<file path="config.mk">
export PLATFORM = sky130hd
export DESIGN_NAME = morse_code_decoder
export DESIGN_NICKNAME = d
export VERILOG_FILES = /design/src/sv/mcd_pkg.sv /design/src/sv/mcd_state_mem.sv /design/src/sv/mcd_update.sv /design/src/sv/mcd_out_fifo.sv /design/src/sv/morse_code_decoder.sv
export SDC_FILE = /design/constraint.sdc
export NUM_CORES = 1
export LEC_CHECK = 0
export BUFFER_PORTS_ARGS = -buffer_cell sky130_fd_sc_hd__buf_2
export CAP_MARGIN = 10
export CORE_AREA = 2 2 108 110
export DETAILED_ROUTE_END_ITERATION = 6
export DIE_AREA = 0 0 110 112
export PLACE_DENSITY = 0.71
export SLEW_MARGIN = 20
export SYNTH_ARGS = -nofsm -noshare
export SYNTH_HDL_FRONTEND = slang
export SYNTH_SLANG_ARGS = --single-unit
</file>
<file path="constraint.sdc">
create_clock -name clk_i -period 5 [get_ports clk_i]
set_clock_uncertainty 0.05 [all_clocks]
set_input_delay 0 -clock clk_i [delete_from_list [all_inputs] [get_ports clk_i]]
set_output_delay 0 -clock clk_i [all_outputs]
set_load 0.01 [all_outputs]
</file>
<file path="src/sv/mcd_pkg.sv">
// Shared types, constants and the letter lookup table for the Morse decoder.
package mcd_pkg;

  // Input byte codes
  localparam logic [7:0] AsciiDot   = 8'd46;
  localparam logic [7:0] AsciiDash  = 8'd45;
  localparam logic [7:0] AsciiSpace = 8'd32;

  // Output character codes
  localparam logic [6:0] CharSpace   = 7'd32;
  localparam logic [6:0] CharUnknown = 7'd0;

  // Result queue depth (power of two, at least two)
  localparam int unsigned FifoDepth = 4;

  typedef struct packed {
    logic [6:0] ch;
    logic       has_char;
    logic       eom;
    logic       last;
  } result_t;

  // Look up a letter: len symbols, symbol i at pat[i], 1 = dash.
  function automatic logic [6:0] decode_letter(input logic [3:0] len, input logic [7:0] pat);
    logic [6:0] ch;
    ch = CharUnknown;
    case (len)
      4'd1: begin
        case (pat[0])
          1'b0:    ch = 7'd69;  // E
          1'b1:    ch = 7'd84;  // T
          default: ch = CharUnknown;
        endcase
      end
      4'd2: begin
        case (pat[1:0])
          2'b10:   ch = 7'd65;  // A
          2'b00:   ch = 7'd73;  // I
          2'b11:   ch = 7'd77;  // M
          2'b01:   ch = 7'd78;  // N
          default: ch = CharUnknown;
        endcase
      end
      4'd3: begin
        case (pat[2:0])
          3'b001:  ch = 7'd68;  // D
          3'b011:  ch = 7'd71;  // G
          3'b101:  ch = 7'd75;  // K
          3'b111:  ch = 7'd79;  // O
          3'b010:  ch = 7'd82;  // R
          3'b000:  ch = 7'd83;  // S
          3'b100:  ch = 7'd85;  // U
          3'b110:  ch = 7'd87;  // W
          default: ch = CharUnknown;
        endcase
      end
      4'd4: begin
        case (pat[3:0])
          4'b0001: ch = 7'd66;  // B
          4'b0101: ch = 7'd67;  // C
          4'b0100: ch = 7'd70;  // F
          4'b0000: ch = 7'd72;  // H
          4'b1110: ch = 7'd74;  // J
          4'b0010: ch = 7'd76;  // L
          4'b0110: ch = 7'd80;  // P
          4'b1011: ch = 7'd81;  // Q
          4'b1000: ch = 7'd86;  // V
          4'b1001: ch = 7'd88;  // X
          4'b1101: ch = 7'd89;  // Y
          4'b0011: ch = 7'd90;  // Z
          default: ch = CharUnknown;
        endcase
      end
      4'd5: begin
        case (pat[4:0])
          5'b11111: ch = 7'd48;  // 0
          5'b11110: ch = 7'd49;  // 1
          5'b11100: ch = 7'd50;  // 2
          5'b11000: ch = 7'd51;  // 3
          5'b10000: ch = 7'd52;  // 4
          5'b00000: ch = 7'd53;  // 5
          5'b00001: ch = 7'd54;  // 6
          5'b00011: ch = 7'd55;  // 7
          5'b00111: ch = 7'd56;  // 8
          5'b01111: ch = 7'd57;  // 9
          5'b01001: ch = 7'd47;  // slash
          5'b01101: ch = 7'd40;  // open paren
          5'b00010: ch = 7'd38;  // ampersand
          5'b10001: ch = 7'd61;  // equals
          5'b01010: ch = 7'd43;  // plus
          default:  ch = CharUnknown;
        endcase
      end
      4'd6: begin
        case (pat[5:0])
          6'b101010: ch = 7'd46;  // period
          6'b110011: ch = 7'd44;  // comma
          6'b001100: ch = 7'd63;  // question mark
          6'b011110: ch = 7'd39;  // apostrophe
          6'b110101: ch = 7'd33;  // exclamation
          6'b101101: ch = 7'd41;  // close paren
          6'b000111: ch = 7'd58;  // colon
          6'b010101: ch = 7'd59;  // semicolon
          6'b100001: ch = 7'd45;  // hyphen
          6'b101100: ch = 7'd95;  // underscore
          6'b010010: ch = 7'd34;  // double quote
          6'b010110: ch = 7'd64;  // at sign
          default:   ch = CharUnknown;
        endcase
      end
      default: ch = CharUnknown;
    endcase
    return ch;
  endfunction

endpackage

</file>
<file path="src/sv/mcd_state_mem.sv">
// Single-entry letter state memory with a registered read and write forwarding.
module mcd_state_mem #(
  parameter int unsigned Width = 10
) (
  input  logic             clk_i,
  input  logic             rst_ni,
  input  logic             wr_en_i,
  input  logic [Width-1:0] wr_data_i,
  output logic [Width-1:0] rd_data_o
);

  logic [Width-1:0] mem_q [1];
  logic [Width-1:0] rd_q;
  logic [Width-1:0] fwd_data_q;
  logic             fwd_vld_q;
  logic             written_q;
  logic             rd_vld_q;

  always_ff @(posedge clk_i) begin
    if (wr_en_i) begin
      mem_q[0] <= wr_data_i;
    end
    rd_q       <= mem_q[0];
    fwd_data_q <= wr_data_i;
  end

  always_ff @(posedge clk_i or negedge rst_ni) begin
    if (!rst_ni) begin
      fwd_vld_q <= 1'b0;
      written_q <= 1'b0;
      rd_vld_q  <= 1'b0;
    end else begin
      fwd_vld_q <= wr_en_i;
      rd_vld_q  <= written_q;
      if (wr_en_i) begin
        written_q <= 1'b1;
      end
    end
  end

  // Last write wins; an entry never written reads as the reset state.
  assign rd_data_o = fwd_vld_q ? fwd_data_q :
                     rd_vld_q  ? rd_q       : '0;

endmodule

</file>
<file path="src/sv/mcd_update.sv">
// Next-state and result logic for one input byte.
module mcd_update import mcd_pkg::*; #(
  parameter int unsigned MaxSymbols = 6
) (
  input  logic [MaxSymbols+$clog2(MaxSymbols+2):0] state_i,
  input  logic [7:0]                               symbol_char_i,
  input  logic                                     end_of_line_i,
  output logic [MaxSymbols+$clog2(MaxSymbols+2):0] state_o,
  output result_t                                  res0_o,
  output result_t                                  res1_o,
  output logic [1:0]                               num_o
);

  localparam int unsigned IdxW = $clog2(MaxSymbols);
  localparam int unsigned CntW = $clog2(MaxSymbols + 2);

  logic [MaxSymbols-1:0] pat, pat1;
  logic [CntW-1:0]       cnt, cnt1;
  logic                  gap, gap1;
  logic                  is_dash, is_morse, is_gap;
  logic                  flush_old, flush_sp;
  logic [6:0]            old_ch, new_ch;
  result_t               res [2];
  logic [1:0]            n;

  assign {gap, cnt, pat} = state_i;
  assign is_dash  = (symbol_char_i == AsciiDash);
  assign is_morse = is_dash || (symbol_char_i == AsciiDot);
  assign is_gap   = (symbol_char_i == AsciiSpace);

  assign old_ch = (cnt == '0 || cnt > CntW'(MaxSymbols)) ? CharUnknown :
                  decode_letter(4'(cnt), 8'(pat));
  assign new_ch = (cnt1 == '0 || cnt1 > CntW'(MaxSymbols)) ? CharUnknown :
                  decode_letter(4'(cnt1), 8'(pat1));

  // Resolve a pending gap or mark a new one, then append a symbol.
  always_comb begin
    gap1      = gap;
    cnt1      = cnt;
    pat1      = pat;
    flush_old = 1'b0;
    flush_sp  = 1'b0;
    if (gap) begin
      gap1      = 1'b0;
      flush_old = (cnt != '0);
      flush_sp  = (cnt != '0) && is_gap;
      cnt1      = '0;
      pat1      = '0;
    end else if (is_gap) begin
      gap1 = 1'b1;
    end
    if (is_morse) begin
      if (cnt1 < CntW'(MaxSymbols)) begin
        if (is_dash) begin
          pat1[cnt1[IdxW-1:0]] = 1'b1;
        end
        cnt1 = cnt1 + CntW'(1);
      end else begin
        cnt1 = CntW'(MaxSymbols + 1);
      end
    end
  end

  // Collect up to two results; end of line flushes and tags the final one.
  always_comb begin
    res[0]  = '0;
    res[1]  = '0;
    n       = 2'd0;
    state_o = {gap1, cnt1, pat1};
    if (flush_old) begin
      res[n[0]].ch       = old_ch;
      res[n[0]].has_char = 1'b1;
      n = n + 2'd1;
    end
    if (flush_sp) begin
      res[n[0]].ch       = CharSpace;
      res[n[0]].has_char = 1'b1;
      n = n + 2'd1;
    end
    if (end_of_line_i) begin
      if (cnt1 != '0) begin
        res[n[0]].ch       = new_ch;
        res[n[0]].has_char = 1'b1;
        n = n + 2'd1;
        if (gap1) begin
          res[n[0]].ch       = CharSpace;
          res[n[0]].has_char = 1'b1;
          n = n + 2'd1;
        end
      end
      if (n == 2'd0) begin
        n = 2'd1;
      end
      res[n[1]].eom = 1'b1;
      state_o = '0;
    end
    if (n != 2'd0) begin
      res[n[1]].last = 1'b1;
    end
  end

  assign res0_o = res[0];
  assign res1_o = res[1];
  assign num_o  = n;

endmodule

</file>
<file path="src/sv/mcd_out_fifo.sv">
// Result queue: takes up to two results a cycle, hands out one a beat.
module mcd_out_fifo import mcd_pkg::*; (
  input  logic       clk_i,
  input  logic       rst_ni,
  input  logic [1:0] push_num_i,
  input  result_t    push0_i,
  input  result_t    push1_i,
  output logic       space_o,
  output logic       valid_o,
  input  logic       ready_i,
  output result_t    head_o
);

  localparam int unsigned PtrW = $clog2(FifoDepth);
  localparam int unsigned CntW = $clog2(FifoDepth + 1);

  result_t         slot_q [FifoDepth];
  logic [PtrW-1:0] wr_ptr_q, rd_ptr_q, wr_ptr_nx;
  logic [CntW-1:0] cnt_q;
  logic            pop;

  assign wr_ptr_nx = wr_ptr_q + PtrW'(1);
  assign pop       = valid_o && ready_i;
  assign valid_o   = (cnt_q != '0);
  assign space_o   = (cnt_q <= CntW'(FifoDepth - 2));
  assign head_o    = slot_q[rd_ptr_q];

  always_ff @(posedge clk_i) begin
    if (push_num_i != 2'd0) begin
      slot_q[wr_ptr_q] <= push0_i;
    end
    if (push_num_i == 2'd2) begin
      slot_q[wr_ptr_nx] <= push1_i;
    end
  end

  always_ff @(posedge clk_i or negedge rst_ni) begin
    if (!rst_ni) begin
      wr_ptr_q <= '0;
      rd_ptr_q <= '0;
      cnt_q    <= '0;
    end else begin
      wr_ptr_q <= wr_ptr_q + PtrW'(push_num_i);
      rd_ptr_q <= rd_ptr_q + PtrW'(pop);
      cnt_q    <= cnt_q + CntW'(push_num_i) - CntW'(pop);
    end
  end

endmodule

</file>
<file path="src/sv/morse_code_decoder.sv">
// Top level of the Morse code decoder: byte stream in, decoded characters out.
//
// Input channel (s_axis): one ASCII byte a beat in tdata. A dot is '.', a dash
// is '-', a space is a gap; every other byte is dropped, except that it closes
// a letter left open by a single gap. tlast marks the final byte of a line.
// Output channel (m_axis): one result a beat. tdata holds the character (0 for
// an unknown or overlong pattern, 32 for a word space), tuser[0] says whether
// the character is real (0 only on the bare end marker of an empty line),
// tuser[1] flags the final result of a line, tlast the last result of a byte.
// Each byte yields zero, one or two results.
// Results are registered in the result queue before they reach the output.
// Throughput: one byte per cycle while the result queue has room. The letter
// state lives in a one-entry memory read every cycle, with the last write
// forwarded around its registered read. Bytes that yield two results are
// limited by the output side to one result per cycle.
// Reset: the letter state reads as empty and the result queue is emptied.
// Stall: results wait in a four-entry queue; tready drops while fewer than
// two entries are free, and rises again as soon as the receiver drains them.
module morse_code_decoder import mcd_pkg::*; #(
  parameter int unsigned MAX_SYMBOLS = 6
) (
  input  logic       clk_i,
  input  logic       rst_ni,
  input  logic       s_axis_tvalid,
  output logic       s_axis_tready,
  input  logic [7:0] s_axis_tdata,   // [7:0] symbol_char
  input  logic       s_axis_tlast,   // end_of_line
  output logic       m_axis_tvalid,
  input  logic       m_axis_tready,
  output logic [7:0] m_axis_tdata,   // [6:0] character, [7] zero
  output logic [1:0] m_axis_tuser,   // [0] has_char, [1] end_of_message
  output logic       m_axis_tlast    // last result of the input beat
);

  // pattern bits, symbol count (one code above the limit marks overlong), gap flag
  localparam int unsigned CntW   = $clog2(MAX_SYMBOLS + 2);
  localparam int unsigned StateW = MAX_SYMBOLS + CntW + 1;

  logic [StateW-1:0] state_cur, state_nxt;
  logic              in_acc;
  logic              fifo_space;
  result_t           res0, res1, head;
  logic [1:0]        res_num;

  assign s_axis_tready = fifo_space;
  assign in_acc        = s_axis_tvalid && s_axis_tready;

  // Hold the letter state; write it back on every accepted beat.
  mcd_state_mem #(
    .Width(StateW)
  ) u_state_mem (
    .clk_i    (clk_i),
    .rst_ni   (rst_ni),
    .wr_en_i  (in_acc),
    .wr_data_i(state_nxt),
    .rd_data_o(state_cur)
  );

  mcd_update #(
    .MaxSymbols(MAX_SYMBOLS)
  ) u_update (
    .state_i      (state_cur),
    .symbol_char_i(s_axis_tdata),
    .end_of_line_i(s_axis_tlast),
    .state_o      (state_nxt),
    .res0_o       (res0),
    .res1_o       (res1),
    .num_o        (res_num)
  );

  // Queue only what an accepted beat produced.
  mcd_out_fifo u_out_fifo (
    .clk_i     (clk_i),
    .rst_ni    (rst_ni),
    .push_num_i(in_acc ? res_num : 2'd0),
    .push0_i   (res0),
    .push1_i   (res1),
    .space_o   (fifo_space),
    .valid_o   (m_axis_tvalid),
    .ready_i   (m_axis_tready),
    .head_o    (head)
  );

  assign m_axis_tdata = {1'b0, head.ch};
  assign m_axis_tuser = {head.eom, head.has_char};
  assign m_axis_tlast = head.last;

endmodule

</file>
Word-level counts from Yosys, hierarchy flattened
Memory sizes are Yosys's and may differ from the RTL's. A register that Yosys moved wholly into a read port is not among the register bits.
Index checks and enable logic that the tools add are counted.
- add/subtract/negate cells: 9
- equality and inequality tests: 46
- order comparisons: 16
- bitwise operators: 8
- reduce and logical (&&, ||, !) cells: 22
- mux-type cells: 72
- operator list (cell ; count):
    case mux 7 bit (12 select lines) ; 2
    bitwise mux 20 bit ; 8
    2-to-1 mux 20 bit ; 6
    case mux 7 bit (6 select lines) ; 2
    demux 10 bit (select 1 bit) ; 8
    equality test 6 bit (second input constant) ; 12
    2-to-1 mux 10 bit ; 6
    case mux 7 bit (4 select lines) ; 2
    equality test 6 x 5 -> 1 bit (second input constant) ; 8
    case mux 7 bit (2 select lines) ; 2
    equality test 8 x 6 -> 1 bit (second input constant) ; 3
    2-to-1 mux 6 bit ; 4
    equality test 3 bit (second input constant) ; 6
    2-to-1 mux 2 bit ; 9
    2-to-1 mux 3 bit ; 6
    2-to-1 mux 7 bit ; 2
    2-to-1 mux 1 bit ; 13
    equality test 3 x 2 -> 1 bit (second input constant) ; 4
    equality test 6 x 3 -> 1 bit (second input constant) ; 2
    equality test 6 x 4 -> 1 bit (second input constant) ; 2
    equality test 2 bit (second input constant) ; 5
    >= comparator 2 bit (second input constant) ; 5
    < comparator 2 x 1 -> 1 bit (second input constant) ; 5
    NOT 1 -> 2 bit ; 5
    24 further kinds ; 46
- memories kept: 8
- RAM bits: 50
- output and inout port bits: 13
- bits in read-only memories: 656
- input port bits: 13
- word-level logic and storage cells: 188
- flip-flop bits (word level): 20
- memory list (memory ; words ; width ; read ports ; clocked after Yosys merged registers in ; wr ports ; line ; source):
    (name not given) ; 32 ; 6 ; 1 ; 0 ; 0 ; mcd_pkg.sv:75 ; case (pat[4:0])
    (name not given) ; 32 ; 6 ; 1 ; 0 ; 0 ; mcd_pkg.sv:75 ;
    (name not given) ; 16 ; 6 ; 1 ; 0 ; 0 ; mcd_pkg.sv:58 ; case (pat[3:0])
    (name not given) ; 16 ; 6 ; 1 ; 0 ; 0 ; mcd_pkg.sv:58 ;
    (name not given) ; 8 ; 5 ; 1 ; 0 ; 0 ; mcd_pkg.sv:45 ; case (pat[2:0])
    (name not given) ; 8 ; 5 ; 1 ; 0 ; 0 ; mcd_pkg.sv:45 ;
    2 more memories ; -- ; -- ; -- ; -- ; -- ; -- ;

Longest topological paths before layout
Gate-level depths: netlist of run 1.
- depth after elaboration: 26
- depth in mapped cells: 18
- depth with buffers taken out: 16

Cells and area by module
From an unflattened synthesis of run 1, not the netlist that was laid out.
- cell total of the unflattened synthesis: 617
- area, all modules: 6165.9 µm²
- by module, submodules not included (module ; cells an instance ; sequential area each (µm²) ; area each (µm²) ; instances):
    mcd_update ; 426 ; 0.0 ; 2718.9 ; 1
    mcd_out_fifo ; 137 ; 1376.3 ; 2518.7 ; 1
    mcd_state_mem ; 49 ; 775.7 ; 898.4 ; 1
    morse_code_decoder ; 5 ; 0.0 ; 30.0 ; 1

Worst setup path after synthesis of run 1
No wires, ideal clock.
- path kind: register to register
- start point: register u_state_mem.fwd_vld_q
- end point: memory u_out_fifo.slot_q[1][8] (netlist bit), data pin
- cell stages (with the launch flop): 17
- arrival time: 3.333 ns
- path buffers: 5
- slack: 1.352 ns
- data required time: 4.685 ns
- clock period less this slack: 3.648 ns
- library setup time: 0.265 ns
- path through: dfrtp_1 buf_6 buf_6 buf_2 buf_2 nand2_1 o22ai_1 a41oi_1 inv_1 ha_1 clkbuf_1 mux2i_1 o32ai_2 a2111oi_2 o21ai_1 o21ai_1 o21ai_0
- RTL lines (element ; line ; source):
    start: declaration ; mcd_state_mem.sv:15 ; logic fwd_vld_q;
    start signal: assignment ; mcd_state_mem.sv:33 ; fwd_vld_q <= wr_en_i;
    end: declaration ; mcd_out_fifo.sv:17 ; result_t slot_q [FifoDepth];

Final worst setup path of run 1
- start point: register u_state_mem.rd_vld_q
- end point: register u_out_fifo.cnt_q[2]
- word-level cells in the longest chain between the ends: 19
- elaborated cells on any way between the ends: 28
- classes of those cells: add/sub: 6; order compare: 1; mux: 17; reduce/logical: 4
- RTL lines (element ; line ; source):
    start: declaration ; mcd_state_mem.sv:17 ; logic rd_vld_q;
    start signal: assignment ; mcd_state_mem.sv:34 ; rd_vld_q <= written_q;
    2-to-1 mux 10 bit * ; mcd_state_mem.sv:43 ; rd_vld_q ? rd_q : '0;
    2-to-1 mux 10 bit * ; mcd_state_mem.sv:42 ; assign rd_data_o = fwd_vld_q ? fwd_data_q :
    nonzero test 3 bit ; mcd_update.sv:45, mcd_update.sv:46 ;
    2-to-1 mux 1 bit ; mcd_update.sv:43 ; if (gap) begin
    2-to-1 mux 1 bit ; mcd_update.sv:70 ; if (flush_old) begin
    adder 1 x 1 -> 2 bit ; mcd_update.sv:78 ; n = n + 2'd1;
    2-to-1 mux 2 bit ; mcd_update.sv:75 ; if (flush_sp) begin
    adder 2 x 1 -> 2 bit ; mcd_update.sv:84 ; n = n + 2'd1;
    [... 3 more ...] ; -- ;
    2-to-1 mux 2 bit ; mcd_update.sv:80 ; if (end_of_line_i) begin
    logical NOT 2 bit ; mcd_update.sv:91 ; if (n == 2'd0) begin
    2-to-1 mux 2 bit ; mcd_update.sv:91 ;
    2-to-1 mux 2 bit ; mcd_update.sv:80 ;
    2-to-1 mux 2 bit * ; mcd_update.sv:80 ;
    2-to-1 mux 2 bit * ; morse_code_decoder.sv:75 ; .push_num_i(in_acc ? res_num : 2'd0),
    adder 3 x 2 -> 3 bit * ; mcd_out_fifo.sv:45 ; cnt_q <= cnt_q + CntW'(push_num_i) - CntW'(pop);
    subtractor 3 x 1 -> 3 bit * ; mcd_out_fifo.sv:45 ;
    end signal: assignment ; mcd_out_fifo.sv:45 ;
    end: declaration ; mcd_out_fifo.sv:19 ; logic [CntW-1:0] cnt_q;
Every way passes the cells marked *; elsewhere a longest branch is shown, timed or not. The select of a mux whose other input is x is not followed.
A chain may end at the register's enable or synchronous reset.

==> reports/metrics.cfg, run 1 <==
[status]
status=complete, no violations

[clock_network]
worstSkewPairLatency_ns=0.33
cts_tree=yes
clock-root-buffer=clkbuf_16
numClockSinks=80
cts_inserted_buffers=9
cts_setup_buffers=0
clk_pin_slew_ns=0.07
htreeDepth=3
cts_resized=0
clock_path_buffers=2

[yosys]
yosysTopAreaCell=edfxtp_1
postSynthAreaPerCell_um2=9.19
muxShareOfSynthArea_pct=7.08
synthTopCellsByCount=81 x nand2_1, 68 x nor2_1, 50 x edfxtp_1, 44 x o21ai_0, 39 x a21oi_1
synth_fa_ha_area_share_pct=4.50
synth_compound_area_share_pct=27.8
yosysMostFrequentCell=nand2_1
synth-simple-area-share_pct=17.9
yosys_warnings=0
syn_area_um2=6010
yosys-top-cells-area=edfxtp_1 25%, dfxtp_1 6.7%, nand2_1 5.1%
synth-seq-cells=80
synth_top_family_by_area=compound AO/OA/AOI/OAI gates
synthXorXnorAreaFrac_pct=1.60
synth_edf_count=50
syn-num-nets=688
async_flop_share_pct=12.5
synth_cell_types=84
synth_top_area_share_pct=25.0
syn_inst=654
ys.flop_type=edfxtp_1
ys_seq_area_share_pct=35.8

[floorplan]
die_y_um=112
die-width_um=110
start_util_pct=53.8
core_area_um2=11200
dieArea_um2=12300
ios=26
row_count=39

[setup_path]
reg2reg_depth=16
start_kind=flop
crit_fanout=17
endpoint_kind=flop
critPathArrivalTime_ns=4.35
worstSetupPathType=reg2reg
cp.required_ns=5.17

[layout]
seq_area_um2=2150
diodes=0
synthToLayoutAreaGrowth_pct=7.43
drive_above_1_share_pct=13.0
multi_input_area_um2=3540
fin_nets=690
final_cells=804
n_fill_cell=929
final_util_pct=57.8

[detailed_routing]
wl_met1_um=7050
vias=5317
wl_per_cell_um=21.5
totalWireLength_um=17300
postRouteAntennaNets=0
post_drt_via_cell_ratio=6.61
top_layer_used=met4
dr_wl_met3_um=932
wl_met2_um=8850
drt_iter0_markers=546
firstDrtPassIters=5
drcViolationCount=0

[power_and_ir_drop]
power_switching_mw=1.73
combPwrFrac_pct=55.1
p_int_mw=2.04
powerDensity_nw_per_um2=584
total_power_mw=3.77
power_leakage_nw=2.40
p_sw_share_pct=45.9
p_seq_share_pct=26.6
ir_drop_uv=346
clkPwrFrac_pct=18.3

[grt]
grt_pass1_vias=5019
grt_max_degree=41
grt_overflow_total=0
grt_pass1_wl_um=27300
grt.total_usage_pct=28.8
antenna_found_initial=0

[sta]
final-setup-viol-count=0
slew_violations=0
fin_setup_tns_ns=0
layout_min_cycle_time_ns=4.18
max_slew_margin_pct=33.3
finalCritPeriodShare_pct=83.6
rsz0062_at_grt=no
timing.fmax_mhz=239
whs_ns=0.0130
worst_pin_slew_ns=0.992
hold_viol_final=0

[hold_path]
min_path_type=in2async

[place]
placedCellCount=786
place.gp.congestion=1.01
io_buffer_count=24
dp_hpwl_um=13000

[job]
cap_violations=0

## critical path: stages, from the launching register on
cell and delay, ns:
dfrtp_1 0.68, nand2_2 0.17, o21ai_2 0.46, nor3_1 0.14, nor2_1 0.22, and3_1 0.19, ha_1 0.31, a21boi_0 0.17
nand2b_1 0.23, o21ai_0 0.25, ha_1 0.28, inv_1 0.06, ha_1 0.13, inv_1 0.05, fa_1 0.38, xor2_1 0.16
xnor2_1 0.12
## repair_timing
item	4_1_cts	5_1_grt
hold buffers	2	0
setup endpoints to repair	0	0
endpoints found under the hold margin	11	0
## stage by stage
step	worst slack (ns)	cell area [um2]
global route	0.456	6450
CTS	0.854	6450
global placement	1.01	6130
finish	0.820	6450
floorplan	1.35	6010
detailed placement	0.828	6130
## routing by layer
metal	track usage (%)	vias up
met5	0	-
met4	7.59	0
met3	4.16	38
met2	50.5	218
met1	36.7	2564
li1	-	2497
## power groups by stage
stage | logic [mW] | registers (mW) | clock network (mW)
5_1_grt | 2.26 | 1.02 | 0.718
6_report | 2.08 | 1.00 | 0.688
3_3_place_gp | 1.99 | 1.01 | 0
2_1_floorplan | 1.59 | 0.933 | 0
3_5_place_dp | 2.02 | 1.02 | 0
4_1_cts | 2.03 | 1.01 | 0.692
## cell usage in the layout (no fill, tap or decap), types with 6 or more instances in the layout
master / synthesis / final
buf_2: 6 / 24
o22ai_1: 13 / 13
o2bb2ai_1: 6 / 6
a22o_1: 6 / 6
nor3_1: 14 / 14
o21ai_1: 7 / 7
clkbuf_16: 0 / 9
and2_1: 8 / 8
a31oi_1: 7 / 7
a211oi_1: 9 / 9
o2111ai_1: 6 / 6
nand3_1: 17 / 17
o21ai_0: 44 / 44
buf_4: 9 / 10
mux2i_1: 14 / 14
nand4_1: 6 / 6
nand2_1: 81 / 81
inv_1: 16 / 16
o21a_1: 13 / 13
edfxtp_1: 50 / 50
dfrtp_1: 10 / 10
a32oi_1: 6 / 6
o31ai_1: 7 / 7
a21oi_1: 39 / 39
xnor2_1: 7 / 7
nor2_1: 68 / 68
mux4_2: 12 / 12
ha_1: 20 / 20
dfxtp_1: 20 / 20
## area by class of cell
cell class | count | share of cell area (%)
Tap cell | 143 | 2.77
Clock inverter | 7 | 1.28
Multi-Input combinational cell | 513 | 54.9
Timing Repair Buffer | 36 | 3.33
Clock buffer | 9 | 3.49
Sequential cell | 80 | 33.3
Inverter | 16 | 0.930
## cell families (layout without fill, tap and decap cells)
logic type,count (synthesis),after routing
AOI/OAI and AO/OA,224,224
xor gates and xnor gates,11,11
other,1,1
DFF,80,80
buffers and inverters,61,68
muxes,27,27
adders and majority gates,21,21
and+or+nand+nor,229,229
## flip-flops by register name (all words and copies together) (netlist names)
register                count
u_out_fifo.slot_q          40
u_state_mem.fwd_data_q     10
u_state_mem.mem_q          10
u_state_mem.rd_q           10
u_out_fifo.cnt_q            3
u_out_fifo.rd_ptr_q         2
u_out_fifo.wr_ptr_q         2
u_state_mem.fwd_vld_q       1
u_state_mem.rd_vld_q        1
u_state_mem.written_q       1
## final timing paths
kind | endpoint | start | slack (ns)
max in group asynchronous | u_out_fifo.cnt_q[0] | rst_ni | 4.68
setup reg to reg | u_out_fifo.cnt_q[2] | u_state_mem.rd_vld_q | 0.82
hold / removal | u_out_fifo.cnt_q[1] | rst_ni | 0.01
hold reg to reg | u_state_mem.rd_q[1] | u_state_mem.mem_q[0][1] | 0.29
min in group clk_i | u_out_fifo.rd_ptr_q[0] | m_axis_tready | 0.05
setup / recovery | u_out_fifo.cnt_q[2] | u_state_mem.rd_vld_q | 0.82
No activity file was read; power rests on OpenSTA's default activity.
==> inputs of run 2 (changes only) <==
PLACE_DENSITY = 0.74   (was 0.71)
clock period = 3.6 ns   (was 5 ns; I/O delays follow)
==> reports/metrics.cfg, run 2 (synthesis results as in run 1) <==
[place]
io_buffer_count=24  ; unchanged
dpl_worst_slack_ns=-0.0216  ; -0.850 ns
placedCellCount=832  ; +5.9%
dpl_cell_area_um2=6500  ; +6.2%
dp_hpwl_um=14200  ; +8.9%
place.gp.congestion=0.992  ; -1.4%

[sta]
whs_ns=0.0109  ; -0.00208 ns
worst_pin_slew_ns=1.00  ; +0.0119 ns
max_slew_margin_pct=32.8  ; -0.47 points
slew_violations=0  ; unchanged
finalCritPeriodShare_pct=96.1  ; +13 points
worst_slack_ns=0.140  ; -0.681 ns
final-setup-viol-count=0  ; unchanged
hold_viol_final=0  ; unchanged
rsz0062_at_grt=yes
layout_min_cycle_time_ns=3.46  ; -0.719 ns
timing.fmax_mhz=289  ; +21%

[detailed_routing]
firstDrtPassIters=5  ; unchanged
vias=5550  ; +4.4%
wl_per_cell_um=21.9  ; +2.0%
postRouteAntennaNets=0  ; unchanged
drcViolationCount=0  ; unchanged
post_drt_via_cell_ratio=6.51  ; -1.5%
totalWireLength_um=18700  ; +8.1%
drt_iter0_markers=719  ; +32%

[clock_network]
clk_pin_slew_ns=0.06  ; about the same
cts_inserted_buffers=9  ; unchanged
clock-root-buffer=clkbuf_16
worstSkewPairLatency_ns=0.32  ; about the same
htreeDepth=3  ; unchanged
numClockSinks=80  ; unchanged
cts_tree=yes
clock_path_buffers=2  ; unchanged

[status]
status=complete, no violations

[setup_path]
cp_slowest_cell=dfrtp_1
reg2reg_from=u_state_mem.fwd_vld_q
reg2reg_depth=14  ; -2
endpoint_kind=flop
reg2reg_to=u_out_fifo.slot_q[0][9]
path_cells=buf_12 -> buf_4 -> o21a_2 -> inv_1 -> ha_1 -> o21ai_0 -> nor2_1 -> o21ai_0 -> o22ai_1 -> a21oi_1 -> o21ai_0 -> a21oi_1 -> buf_4 -> a21boi_1
start_kind=flop
crit_fanout=28  ; +11
worstSetupPathType=reg2reg
critPathMostFrequentCell=o21ai_0
cp.required_ns=3.72  ; -1.45 ns
regToRegSetupSlack_ns=0.14  ; -0.68 ns
critPathArrivalTime_ns=3.58  ; -0.77 ns
cpPeakStageDelay_ns=0.43  ; -0.25 ns

[layout]
seq_area_um2=2150  ; unchanged
final_cells=852  ; +6.0%
fin_nets=738  ; +7.0%
final_cell_mix=81 x nand2_1, 67 x nor2_1, 56 x buf_4
largest_register_ffs=40  ; unchanged
drive_above_1_share_pct=20.5  ; +7.4 points
synthToLayoutAreaGrowth_pct=14.9
mostFrequentLayoutCell=nand2_1
multi_input_area_um2=3600  ; +1.7%
final_area_um2=6900  ; +7.0%
regMostFlops=u_out_fifo.slot_q
n_fill_cell=944  ; +1.6%
diodes=0  ; unchanged

[grt]
grt_overflow_total=0  ; unchanged
grt_pass1_vias=5240  ; +4.4%
antenna_found_initial=0  ; unchanged
grt.total_usage_pct=30.8  ; +2.0 points
grt_max_degree=29  ; -29%
grt_pass1_wl_um=28900  ; +5.7%

[power_and_ir_drop]
total_power_mw=5.57  ; +48%
powerDensity_nw_per_um2=806  ; +38%
power_leakage_nw=2.66  ; +11%
ir_drop_uv=465  ; +34%

[floorplan]
core_area_um2=11200  ; unchanged
row_count=39  ; unchanged
die_y_um=112  ; unchanged
die-width_um=110  ; unchanged
start_util_pct=53.8  ; unchanged
dieArea_um2=12300  ; unchanged
ios=26  ; unchanged

[hold_path]
min_path_type=in2reg
whs_endpoint=u_out_fifo.rd_ptr_q[0]
hold_depth=3
hold_start=m_axis_tready

[job]
cap_violations=0  ; unchanged

==> run 2: critical path: cells and delay by family (launching register included) <==
| kind | cells | cell delay [ns] |
|---|---|---|
| simple gates | 1 | 0.15 |
| flops | 1 | 0.43 |
| fa+ha+maj | 1 | 0.38 |
| compound gates | 8 | 1.56 |
| buf+inv | 4 | 0.71 |
==> run 2: how the worst max path moves through the flow <==
stage,start,end,slack [ns],cells after the start
after CTS,u_state_mem.fwd_vld_q,u_out_fifo.slot_q[0][9],0.03,12
after global placement,u_state_mem.rd_vld_q,u_out_fifo.cnt_q[2],0.18,15
final,u_state_mem.fwd_vld_q,u_out_fifo.slot_q[0][9],0.14,14
after floorplan,u_state_mem.fwd_vld_q,u_out_fifo.cnt_q[2],0.05,18
after global routing,u_state_mem.fwd_vld_q,u_out_fifo.cnt_q[2],-0.04,17
after detailed placement,u_state_mem.rd_vld_q,u_out_fifo.cnt_q[2],-0.02,16
==> run 2: layout make-up <==
type                    count  share of cell area, %
multi-input cells         513                   52.1
flip-flops and latches     80                   31.2
repair buffers             84                   8.70
clock buffers              13                   4.24
well taps                 143                   2.59
inverters                  16                  0.870
clock inverters             3                  0.290
==> run 2: where the power goes <==
group | total (mW) | internal (mW) | switching [mW]
combinational | 3.25 | 1.31 | 1.94
sequential | 1.39 | 1.22 | 0.169
clock | 0.924 | 0.571 | 0.353
==> run 2: metal layers <==
layer | wire length, um | track usage [%]
met4 | 476 | 9.37
met3 | 1460 | 4.74
met5 | 0 | 0
met2 | 9120 | 49.0
met1 | 7610 | 43.0
==> run 2: through the flow <==
| step | util, % | TNS, ns |
|---|---|---|
| final | 61.8 | 0 |
| after global placement | 58.2 | 0 |
| after global routing | 61.8 | -0.0451 |
| after floorplan | - | 0 |
| after detailed placement | 58.2 | -0.0216 |
| after CTS | 61.2 | 0 |
==> run 2: timing repair <==
action,in CTS,in global routing
endpoints found under the setup margin,1,33
hold endpoints to repair,11,0
pin swaps,0,3
hold buffers,2,0
resized for setup,2,14
setup buffers,0,2
==> inputs of run 3 (changes only) <==
BUFFER_PORTS_ARGS = unset   (was -buffer_cell sky130_fd_sc_hd__buf_2)
DONT_BUFFER_PORTS = 1   (was unset)
PLACE_DENSITY = 0.72   (was 0.74)
==> reports/metrics.cfg, run 3 (synthesis results as in run 1) <==
[sta]
worst_pin_slew_ns=0.947  ; -0.0570 ns
final-setup-viol-count=0  ; unchanged
hold_viol_final=0  ; unchanged
whs_ns=0.0127  ; +0.00182 ns
finalCritPeriodShare_pct=94.5  ; -1.6 points
fin_setup_tns_ns=0  ; unchanged
timing.fmax_mhz=294  ; +1.7%
worst_slack_ns=0.197  ; +0.0573 ns
layout_min_cycle_time_ns=3.40  ; -0.0573 ns
slew_violations=0  ; unchanged
max_slew_margin_pct=36.6  ; +3.8 points

[detailed_routing]
drt_iter0_markers=553  ; -23%
vias=5462  ; -1.6%
wl_per_cell_um=22.2  ; +1.6%
totalWireLength_um=18600  ; -0.11%
firstDrtPassIters=6  ; +1
postRouteAntennaNets=0  ; unchanged
post_drt_via_cell_ratio=6.52  ; about the same
drcViolationCount=0  ; unchanged

[layout]
final_cells=838  ; -1.6%
final_cell_mix=81 x nand2_1, 67 x nor2_1, 63 x buf_4
final_util_pct=61.3  ; -0.48 points
n_fill_cell=910  ; -3.6%
final_area_um2=6850  ; -0.78%
largest_register_ffs=40  ; unchanged
diodes=0  ; unchanged
regMostFlops=u_out_fifo.slot_q
synthToLayoutAreaGrowth_pct=14.0
mostFrequentLayoutCell=nand2_1
drive_above_1_share_pct=18.4  ; -2.0 points
fin_nets=724  ; -1.9%

[place]
placedCellCount=818  ; -1.7%
place.gp.congestion=0.986  ; -0.64%
dpl_worst_slack_ns=0.00440  ; +0.0260 ns
dpl_cell_area_um2=6460  ; -0.69%
dp_hpwl_um=14200  ; +0.51%
io_buffer_count=0  ; -100%

[setup_path]
crit_fanout=8  ; -71%
cpPeakStageDelay_ns=0.46  ; +0.03 ns
critPathArrivalTime_ns=3.42  ; -0.16 ns
path_cells=or2_1 -> o22a_4 -> a41o_1 -> inv_1 -> ha_1 -> buf_4 -> nand3_1 -> a211oi_1 -> a2111oi_2 -> buf_4 -> o2111ai_2 -> nand2_1 -> a21boi_1
worstSetupPathType=reg2reg
critPathMostFrequentCell=buf_4
start_kind=flop
endpoint_kind=flop
cp.required_ns=3.62  ; -0.10 ns
cp_slowest_cell=dfrtp_2

[floorplan]
row_count=39  ; unchanged
ios=26  ; unchanged
core_area_um2=11200  ; unchanged
die-width_um=110  ; unchanged
dieArea_um2=12300  ; unchanged
die_y_um=112  ; unchanged
start_util_pct=53.8  ; unchanged

[power_and_ir_drop]
ir_drop_uv=520  ; +12%
total_power_mw=5.51  ; -0.97%
powerDensity_nw_per_um2=805  ; -0.19%
power_leakage_nw=2.60  ; -2.2%

[clock_network]
numClockSinks=80  ; unchanged
worstSkewPairLatency_ns=0.33  ; about the same
clk_pin_slew_ns=0.07  ; about the same
cts_setup_buffers=0  ; unchanged
cts_inserted_buffers=9  ; unchanged
clock_path_buffers=2  ; unchanged
htreeDepth=3  ; unchanged
clock-root-buffer=clkbuf_16
cts_tree=yes

[grt]
grt_pass1_wl_um=29300  ; +1.4%
antenna_found_initial=0  ; unchanged
grt_overflow_total=0  ; unchanged
grt.total_usage_pct=31.0  ; +0.21 points
grt_pass1_vias=5378  ; +2.6%
grt_max_degree=27  ; -6.9%

[job]
cap_violations=0  ; unchanged

[hold_path]
min_path_type=in2async

[status]
status=complete, no violations

-- run 3: final cells by class --
cell class | count | area (um2) | share of cell area (%)
Inverter | 16 | 60.1 | 0.877
Clock inverter | 7 | 80.1 | 1.17
Multi-Input combinational cell | 513 | 3590 | 52.4
Sequential cell | 80 | 2150 | 31.4
Clock buffer | 9 | 225 | 3.29
Tap cell | 143 | 179 | 2.61
Timing Repair Buffer | 70 | 564 | 8.24
-- run 3: where the power goes --
part | leakage (nW) | internal, mW | switching, mW
Clock | 0.144 | 0.545 | 0.374
Sequential | 0.740 | 1.22 | 0.164
Combinational | 1.72 | 1.27 | 1.93
Total | 2.60 | 3.04 | 2.47
-- run 3: final timing paths --
path | start | endpoint | slack [ns] | cells after the start
hold / removal | rst_ni | u_out_fifo.rd_ptr_q[1] | 0.01 | 1
max in group asynchronous | rst_ni | u_state_mem.fwd_vld_q | 3.13 | 1
setup reg to reg | u_state_mem.fwd_vld_q | u_out_fifo.slot_q[0][9] | 0.20 | 13
setup / recovery | u_state_mem.fwd_vld_q | u_out_fifo.slot_q[0][9] | 0.20 | 13
min in group clk_i | s_axis_tdata[3] | u_state_mem.fwd_data_q[9] | 0.04 | 3
hold reg to reg | u_state_mem.mem_q[0][8] | u_state_mem.rd_q[8] | 0.29 | 0
-- run 3: layer usage --
metal	vias up	GRT usage [%]	share of wire [%]
met5	-	0	0
li1	2561	-	-
met2	264	50.8	50
met3	38	4.33	7.5
met1	2599	42.0	40
met4	0	10.0	2.4
-- run 3: what timing repair did --
item,in CTS,in global routing
pin swaps,0,1
resized for setup,1,15
endpoints found under the hold margin,36,0
endpoints found under the setup margin,1,38
hold buffers,4,0
-- run 3: critical path: cells and delay by family (launching register included) --
kind	cells	cell delay, ns
and+or+nand+nor	3	0.55
DFF	1	0.46
adders and majority gates	1	0.22
buffers and inverters	3	0.40
AOI/OAI and AO/OA	6	1.46
